<file path="src/sos_pkg.sv">
// ----------------------------------------------------------------------------
// sos_pkg: shared types and constants for the set-of-stacks unit
// Store sizing, field widths, operation and status codes, and the per-cell
// control word.
// ----------------------------------------------------------------------------
package sos_pkg;

    localparam int DEPTH   = 64;
    localparam int ADDR_W  = $clog2(DEPTH);
    localparam int CNT_W   = $clog2(DEPTH + 1);
    localparam int DATA_W  = 32;
    localparam int SIZE_W  = 7;
    localparam int KIND_W  = 2;
    localparam int IDX_W   = 6;
    localparam int STAT_W  = 2;
    localparam int USE_W   = 7;
    localparam int PROD_W  = IDX_W + 1 + SIZE_W;
    localparam int PADDR_W = 3;
    localparam int PDATA_W = 32;

    localparam logic [SIZE_W-1:0] SIZE_RESET = SIZE_W'(2);

    // Register index taken from paddr[2]
    localparam logic REG_SUBSTACK_SIZE = 1'b0;

    typedef enum logic [KIND_W-1:0] {
        KIND_PUSH   = 2'd0,
        KIND_POP    = 2'd1,
        KIND_POP_AT = 2'd2,
        KIND_NONE   = 2'd3
    } kind_t;

    typedef enum logic [STAT_W-1:0] {
        ST_OK     = 2'd0,
        ST_EMPTY  = 2'd1,
        ST_FULL   = 2'd2,
        ST_NO_SUB = 2'd3
    } stat_t;

    // Control word broadcast along the cell row
    typedef struct packed {
        logic              push;
        logic              remove;
        logic [ADDR_W-1:0] pos;
    } op_t;

endpackage

</file>
<file path="src/sos_cell.sv">
// ----------------------------------------------------------------------------
// sos_cell: one word of the packed store
// Loads the pushed word at its own position, or takes its upper neighbor's
// word when a removal at or below it closes the gap.
// ----------------------------------------------------------------------------
module sos_cell (
    input  logic                        aclk,
    input  logic [sos_pkg::ADDR_W-1:0]  cell_idx,
    input  sos_pkg::op_t                op,
    input  logic [sos_pkg::DATA_W-1:0]  push_word,
    input  logic [sos_pkg::DATA_W-1:0]  upper_word,
    output logic [sos_pkg::DATA_W-1:0]  word
);
    import sos_pkg::*;

    logic [DATA_W-1:0] word_reg;

    always_ff @(posedge aclk) begin
        if (op.push && (op.pos == cell_idx)) begin
            word_reg <= push_word;
        end else if (op.remove && (cell_idx >= op.pos)) begin
            word_reg <= upper_word;
        end
    end

    assign word = word_reg;

endmodule

</file>
<file path="src/sos_ctrl.sv">
// ----------------------------------------------------------------------------
// sos_ctrl: operation decode, counters and result register
// Tracks word count, substacks in use and the fill of the last substack,
// drives the cell row and recounts substacks after a size change.
// ----------------------------------------------------------------------------
module sos_ctrl (
    input  logic                         aclk,
    input  logic                         aresetn,
    input  logic                         s_valid,
    output logic                         s_ready,
    input  logic [sos_pkg::KIND_W-1:0]   s_kind,
    input  logic [sos_pkg::IDX_W-1:0]    s_stack_index,
    output logic                         m_valid,
    input  logic                         m_ready,
    output logic [sos_pkg::DATA_W-1:0]   m_popped_value,
    output logic [sos_pkg::STAT_W-1:0]   m_status,
    output logic [sos_pkg::USE_W-1:0]    m_substacks_in_use,
    input  logic                         cfg_we,
    input  logic [sos_pkg::SIZE_W-1:0]   cfg_size,
    output logic [sos_pkg::SIZE_W-1:0]   size,
    output sos_pkg::op_t                 op,
    input  logic [sos_pkg::DATA_W-1:0]   rd_word
);
    import sos_pkg::*;

    typedef enum logic [1:0] {
        S_RUN     = 2'b01,
        S_RECOUNT = 2'b10
    } state_t;

    state_t              state_reg;
    logic [SIZE_W-1:0]   size_reg;
    logic [CNT_W-1:0]    count_reg,  count_next;
    logic [CNT_W-1:0]    in_use_reg, in_use_next;
    logic [SIZE_W-1:0]   fill_reg,   fill_next;
    logic [CNT_W-1:0]    rem_reg;
    logic [CNT_W-1:0]    quot_reg;
    logic                m_valid_reg;
    logic [DATA_W-1:0]   popped_reg, popped_next;
    stat_t               status_reg, status_next;

    logic [SIZE_W-1:0]   eff_size;
    logic                accept;
    logic                full;
    logic                empty;
    logic                idx_ok;
    logic [PROD_W-1:0]   prod;
    logic [CNT_W-1:0]    end_pos;
    logic [CNT_W-1:0]    top_pos;
    logic                do_push;
    logic                do_remove;
    logic [ADDR_W-1:0]   pos;

    assign eff_size = (size_reg == '0) ? SIZE_W'(1) : size_reg;
    assign accept   = s_valid && s_ready;
    assign s_ready  = (state_reg == S_RUN) && (!m_valid_reg || m_ready);
    assign full     = (count_reg == CNT_W'(DEPTH));
    assign empty    = (count_reg == '0);
    assign idx_ok   = (CNT_W'(s_stack_index) < in_use_reg);
    assign prod     = (PROD_W'(s_stack_index) + PROD_W'(1)) * PROD_W'(eff_size);
    assign end_pos  = (prod > PROD_W'(count_reg)) ? count_reg : CNT_W'(prod);
    assign top_pos  = count_reg - CNT_W'(1);

    always_comb begin
        do_push     = 1'b0;
        do_remove   = 1'b0;
        pos         = count_reg[ADDR_W-1:0];
        status_next = ST_OK;
        unique case (kind_t'(s_kind))
            KIND_PUSH: begin
                if (full) begin
                    status_next = ST_FULL;
                end else begin
                    do_push = 1'b1;
                end
            end
            KIND_POP: begin
                if (empty) begin
                    status_next = ST_EMPTY;
                end else begin
                    do_remove = 1'b1;
                    pos       = top_pos[ADDR_W-1:0];
                end
            end
            KIND_POP_AT: begin
                if (empty) begin
                    status_next = ST_EMPTY;
                end else if (!idx_ok) begin
                    status_next = ST_NO_SUB;
                end else begin
                    do_remove = 1'b1;
                    pos       = ADDR_W'(end_pos - CNT_W'(1));
                end
            end
            KIND_NONE: begin
                status_next = ST_OK;
            end
            default: begin
                status_next = ST_OK;
            end
        endcase
    end

    always_comb begin
        op.push     = accept && do_push;
        op.remove   = accept && do_remove;
        op.pos      = pos;
        popped_next = do_remove ? rd_word : '0;
    end

    // Incremental substack bookkeeping; every removal drops the top of the store
    always_comb begin
        count_next  = count_reg;
        in_use_next = in_use_reg;
        fill_next   = fill_reg;
        if (do_push) begin
            count_next = count_reg + CNT_W'(1);
            if (empty || (fill_reg >= eff_size)) begin
                in_use_next = in_use_reg + CNT_W'(1);
                fill_next   = SIZE_W'(1);
            end else begin
                fill_next = fill_reg + SIZE_W'(1);
            end
        end else if (do_remove) begin
            count_next = count_reg - CNT_W'(1);
            if (fill_reg <= SIZE_W'(1)) begin
                in_use_next = in_use_reg - CNT_W'(1);
                fill_next   = (in_use_reg == CNT_W'(1)) ? '0 : eff_size;
            end else begin
                fill_next = fill_reg - SIZE_W'(1);
            end
        end
    end

    always_ff @(posedge aclk) begin
        if (!aresetn) begin
            state_reg   <= S_RUN;
            size_reg    <= SIZE_RESET;
            count_reg   <= '0;
            in_use_reg  <= '0;
            fill_reg    <= '0;
            m_valid_reg <= 1'b0;
        end else begin
            if (cfg_we) begin
                // restart the substack recount under the new size
                size_reg  <= cfg_size;
                rem_reg   <= count_reg;
                quot_reg  <= '0;
                state_reg <= S_RECOUNT;
            end else if (state_reg == S_RECOUNT) begin
                if (rem_reg > CNT_W'(eff_size)) begin
                    rem_reg  <= rem_reg - CNT_W'(eff_size);
                    quot_reg <= quot_reg + CNT_W'(1);
                end else begin
                    in_use_reg <= quot_reg + CNT_W'(rem_reg != '0);
                    fill_reg   <= SIZE_W'(rem_reg);
                    state_reg  <= S_RUN;
                end
            end

            if (accept) begin
                count_reg   <= count_next;
                in_use_reg  <= in_use_next;
                fill_reg    <= fill_next;
                m_valid_reg <= 1'b1;
            end else if (m_ready) begin
                m_valid_reg <= 1'b0;
            end
        end
    end

    always_ff @(posedge aclk) begin
        if (accept) begin
            popped_reg <= popped_next;
            status_reg <= status_next;
        end
    end

    logic [CNT_W-1:0] in_use_out_reg;

    always_ff @(posedge aclk) begin
        if (accept) begin
            in_use_out_reg <= in_use_next;
        end
    end

    assign m_valid            = m_valid_reg;
    assign m_popped_value     = popped_reg;
    assign m_status           = status_reg;
    assign m_substacks_in_use = USE_W'(in_use_out_reg);
    assign size               = size_reg;

endmodule

</file>
<file path="src/set_of_stacks_with_pop_at_unit.sv">
// ----------------------------------------------------------------------------
// set_of_stacks_with_pop_at_unit: packed store of substacks with pop-at
// Push, pop and pop-at-substack over a row of word cells that shift down
// by one place to close the gap left by a removal.
// ----------------------------------------------------------------------------
//
//  Channel   Direction  Handshake               Payload
//  s_        in         s_valid / s_ready       s_kind, s_push_value, s_stack_index
//  m_        out        m_valid / m_ready       m_popped_value, m_status,
//                                               m_substacks_in_use
//  APB       in         psel, penable, pready   paddr, pwrite, pwdata, prdata
//
//  One word is taken per cycle outside a recount while the result register is free
//  or drained in the same cycle; the result shows in the cycle after acceptance.
//  A write of substack_size recounts the substacks by repeated subtraction of the
//  size from the word count, with s_ready low until the recount ends.
//  Reset is synchronous and clears counters and the result valid; the cells
//  need no clearing since only cells below the word count are ever read.
//  A stalled result holds its register and blocks the next word only.
//
module set_of_stacks_with_pop_at_unit (
    input  logic                          aclk,
    input  logic                          aresetn,
    input  logic                          s_valid,
    output logic                          s_ready,
    input  logic [sos_pkg::KIND_W-1:0]    s_kind,
    input  logic signed [sos_pkg::DATA_W-1:0] s_push_value,
    input  logic [sos_pkg::IDX_W-1:0]     s_stack_index,
    output logic                          m_valid,
    input  logic                          m_ready,
    output logic signed [sos_pkg::DATA_W-1:0] m_popped_value,
    output logic [sos_pkg::STAT_W-1:0]    m_status,
    output logic [sos_pkg::USE_W-1:0]     m_substacks_in_use,
    input  logic                          psel,
    input  logic                          penable,
    input  logic                          pwrite,
    input  logic [sos_pkg::PADDR_W-1:0]   paddr,
    input  logic [sos_pkg::PDATA_W-1:0]   pwdata,
    output logic [sos_pkg::PDATA_W-1:0]   prdata,
    output logic                          pready
);
    import sos_pkg::*;

    op_t               op;
    logic [DATA_W-1:0] cell_word [DEPTH];
    logic [DATA_W-1:0] rd_word;
    logic [DATA_W-1:0] popped_word;
    logic [SIZE_W-1:0] size;
    logic              cfg_we;
    logic              reg_sel;

    assign pready  = 1'b1;
    assign reg_sel = paddr[2];
    assign cfg_we  = psel && penable && pwrite && pready && (reg_sel == REG_SUBSTACK_SIZE);
    assign prdata  = (reg_sel == REG_SUBSTACK_SIZE) ? PDATA_W'(size) : '0;

    sos_ctrl u_ctrl (
        .aclk               (aclk),
        .aresetn            (aresetn),
        .s_valid            (s_valid),
        .s_ready            (s_ready),
        .s_kind             (s_kind),
        .s_stack_index      (s_stack_index),
        .m_valid            (m_valid),
        .m_ready            (m_ready),
        .m_popped_value     (popped_word),
        .m_status           (m_status),
        .m_substacks_in_use (m_substacks_in_use),
        .cfg_we             (cfg_we),
        .cfg_size           (pwdata[SIZE_W-1:0]),
        .size               (size),
        .op                 (op),
        .rd_word            (rd_word)
    );

    assign m_popped_value = popped_word;

    genvar i;
    generate
        for (i = 0; i < DEPTH; i++) begin : g_cell
            logic [DATA_W-1:0] upper;
            if (i < DEPTH - 1) begin : g_mid
                assign upper = cell_word[i + 1];
            end else begin : g_top
                assign upper = '0;
            end
            sos_cell u_cell (
                .aclk       (aclk),
                .cell_idx   (ADDR_W'(i)),
                .op         (op),
                .push_word  (s_push_value),
                .upper_word (upper),
                .word       (cell_word[i])
            );
        end
    endgenerate

    assign rd_word = cell_word[op.pos];

endmodule

</file>
<file path="config.mk">
export PLATFORM = sky130hd
export DESIGN_NAME = set_of_stacks_with_pop_at_unit
export DESIGN_NICKNAME = d
export VERILOG_FILES = /design/src/sos_pkg.sv /design/src/sos_cell.sv /design/src/sos_ctrl.sv /design/src/set_of_stacks_with_pop_at_unit.sv
export SDC_FILE = /design/constraint.sdc
export NUM_CORES = 2
export LEC_CHECK = 0
export ABC_AREA = 1
export BUFFER_PORTS_ARGS = -buffer_cell sky130_fd_sc_hd__buf_2
export CAP_MARGIN = 10
export CORE_UTILIZATION = 31
export DETAILED_ROUTE_END_ITERATION = 10
export PLACE_DENSITY = 0.48
export SLEW_MARGIN = 20
export SYNTH_ARGS = -nofsm -noshare
export SYNTH_HDL_FRONTEND = slang
export SYNTH_SLANG_ARGS = --single-unit
</file>
<file path="constraint.sdc">
create_clock -name aclk -period 9.9 [get_ports aclk]
set_clock_uncertainty 0.1 [all_clocks]
set_input_delay 0.99 -clock aclk [delete_from_list [all_inputs] [get_ports aclk]]
set_output_delay 0.99 -clock aclk [all_outputs]
set_load 0.005 [all_outputs]
</file>
==> flow_metrics.py <==
metrics = {
    "grt": {
        "grt_pass1_vias": 90500,
        "overflow": 0,
        "antenna_found_initial": 23,
        "grt_max_degree": 97,
        "grt.total_usage_pct": 23.5,
        "grt_pass1_wl_um": 645000,
    },
    "detailed_routing": {
        "routed_wl_um": 445000,
        "antenna_left": 0,
        "via_count": 94700,
        "dr.pass1.iters": 6,
        "wl_per_cell_um": 24.6,
        "drtIter0Drc": 10100,
        "drt-vias-per-instance": 5.24,
        "post-route-drc-count": 0,
    },
    "worst_setup_path": {
        "crit_path_max_fanout": 44,
        "critical-path-max-stage-delay_ps": 860,
        "crit_path_end_kind": "flop",
        "arrival_ps": 9370,
        "critPathKind": "in -> reg",
        "cpMostUsedCell": "inv_1",
        "cp_top_family": "adder cells",
        "critPathSlowestCell": "nor2_1",
        "crit_required_ps": 10350,
        "rrSetupSlack_ps": 1010,
        "crit_buf_inv": 9,
        "start_kind": "primary input",
    },
    "timing": {
        "worstMarginPinSlew_ps": 1240,
        "drv_slew": 0,
        "hold_slack_ps": 200,
        "setup_violations": 0,
        "rsz0062_at_grt": "no",
        "relSlewSlack_pct": 17.5,
        "fin_crit_ps": 8920,
        "hold_violations": 0,
        "max_freq_mhz": 112,
        "setup_tns_ps": 0,
        "post-route-period-util_pct": 90.1,
        "setup_ws_ps": 981,
    },
    "placed_design": {
        "dpl-instance-area_mm2": 0.120,
        "io_buffers": 104,
        "globalplace.congestion": 0.893,
        "place_inst": 17600,
        "place_ws_ps": 167,
        "dpl.hpwl_um": 283000,
    },
    "final_layout": {
        "final_util_pct": 34.8,
        "largest_reg_flops": 2048,
        "final_cell_mix": "nand2_1, edfxtp_1, nor2_1",
        "design_area_mm2": 0.127,
        "drive_gt1_share_pct": 8.06,
        "area_growth_pct": 11.7,
        "nNetsFinal": 13200,
        "layout_commonest_cell": "nand2_1",
        "final_cells": 18100,
    },
    "clocking": {
        "clkTransAtPathRegs_ps": 60,
        "cts_made_buffers": 239,
        "cts_htree_levels": 4,
        "cts_setup_buffers": 0,
        "cts_hold_buf": 0,
        "root_buffer": "clkbuf_16",
        "cts_tree": "yes",
        "numClockSinks": 2134,
        "clk_latency_ps": 960,
        "cts-resized-gates": 0,
        "clock_path_buffers": 4,
    },
    "logic_synthesis": {
        "synthFlopType": "edfxtp_1",
        "synth_seq_cells": 2134,
        "avgSynthCellArea_um2": 8.51,
        "yosysSeqAreaShare_pct": 55.9,
        "yosysWarnings": 0,
        "ys_async_sr_fraction_pct": 0,
        "syn_area_mm2": 0.114,
        "netlist_instances": 13400,
        "synth-edff-count": 2103,
        "netlist-cell-type-count": 68,
    },
    "power": {
        "p_comb_share_pct": 21.6,
        "leakage_nw": 52.0,
        "total_power_mw": 24.6,
        "power_switching_mw": 8.18,
        "p_per_area_mw_per_mm2": 193,
        "p_int_mw": 16.4,
        "power_switching_share_pct": 33.2,
        "clockPowerShare_pct": 36.2,
        "ir_drop_v": 0.000165,
        "sequentialPowerShare_pct": 42.2,
    },
    "die": {
        "start_util_pct": 31.2,
        "die_h_um": 609,
        "row_count": 222,
        "dieArea_mm2": 0.370,
        "fp.coreArea_mm2": 0.366,
        "io_pins": 158,
        "fp.dieW_um": 609,
    },
    "hold_path": {
        "hp-class": "in -> reg",
    },
    "status": {
        "outcome": "finished, final reports clean",
    },
    "run": {
        "cap_violations": 0,
    },
}
-- routing by layer --
metal  up-vias  track usage, %  share of wire [%]
met4         4            10.5                5.0
met2      3343            37.9                 46
met3       652            3.11                6.8
met5         -               0             0.0056
met1     46400            31.3                 43
li1      44300               -                  -
-- worst reg2reg max path, delay by kind of cell, from the launching register on --
kind                     cells  cell delay, ps
AO/OA/AOI/OAI                5            1550
adder cells (fa/ha/maj)      7            2480
XOR/XNOR                     1             260
buffers and inverters        4            1380
AND/OR/NAND/NOR             13            2300
flip-flops                   1             430
-- logic make-up (layout without fill, tap and decap cells) --
group           after synthesis  count (layout)  share of synthesized area, %
buf+inv                    1438            1258                          5.71
compound gates             2647            2647                          11.9
xor+xnor                     36              36                         0.277
simple gates               7048            7048                          24.9
flops                      2134            2134                          55.9
other cells                   2              30                       0.00659
fa+ha+maj                   100             100                          1.26
-- worst paths after layout --
path,start,endpoint,cells past startpoint
max,s_stack_index[0],g_cell[9].u_cell.word[22],33
min,pwdata[1],u_ctrl.size[1],3
max reg2reg,u_ctrl.size[2],g_cell[9].u_cell.word[22],30
min reg2reg,u_ctrl.state_reg[1],u_ctrl.state_reg[1],2
-- synth_stat cells, types with 15 or more instances --
library cell / count / area, µm²
a21oi_1: 139 / 696
and2_1: 17 / 106
buf_1: 34 / 128
buf_2: 422 / 2110
buf_4: 54 / 405
buf_6: 46 / 518
clkbuf_1: 536 / 2010
clkinv_1: 39 / 146
dfxtp_1: 31 / 621
edfxtp_1: 2103 / 63200
fa_1: 25 / 500
ha_1: 75 / 938
inv_1: 278 / 1040
inv_2: 21 / 78.8
nand2_1: 4233 / 15900
nand2_2: 17 / 106
nand3_1: 398 / 1990
nand3b_1: 125 / 938
nand4_1: 102 / 638
nor2_1: 2060 / 7730
nor2_2: 15 / 93.8
o211ai_1: 16 / 120
o21ai_0: 1209 / 6050
o21ai_1: 1190 / 5960
o21ai_2: 33 / 289
xor2_1: 26 / 228
-- power groups by stage --
stage	logic [mW]	registers, mW	clock network (mW)
2_1_floorplan	2.97	10.5	0
3_3_place_gp	5.26	10.6	0
3_5_place_dp	5.26	10.6	0
4_1_cts	5.28	10.4	9.03
5_1_grt	5.73	10.4	9.33
6_report	5.32	10.4	8.90
-- cell type report --
cell class,instances,area [µm²]
flip-flops and latches,2134,63800
clock inverters,153,1230
clock buffers,291,6220
repair buffers,474,4420
inverters,340,1330
fillers,38100,238000
diodes,4,10.0
well taps,4816,6030
multi-input cells,9857,44400
No activity file was read; power rests on OpenSTA's default activity.
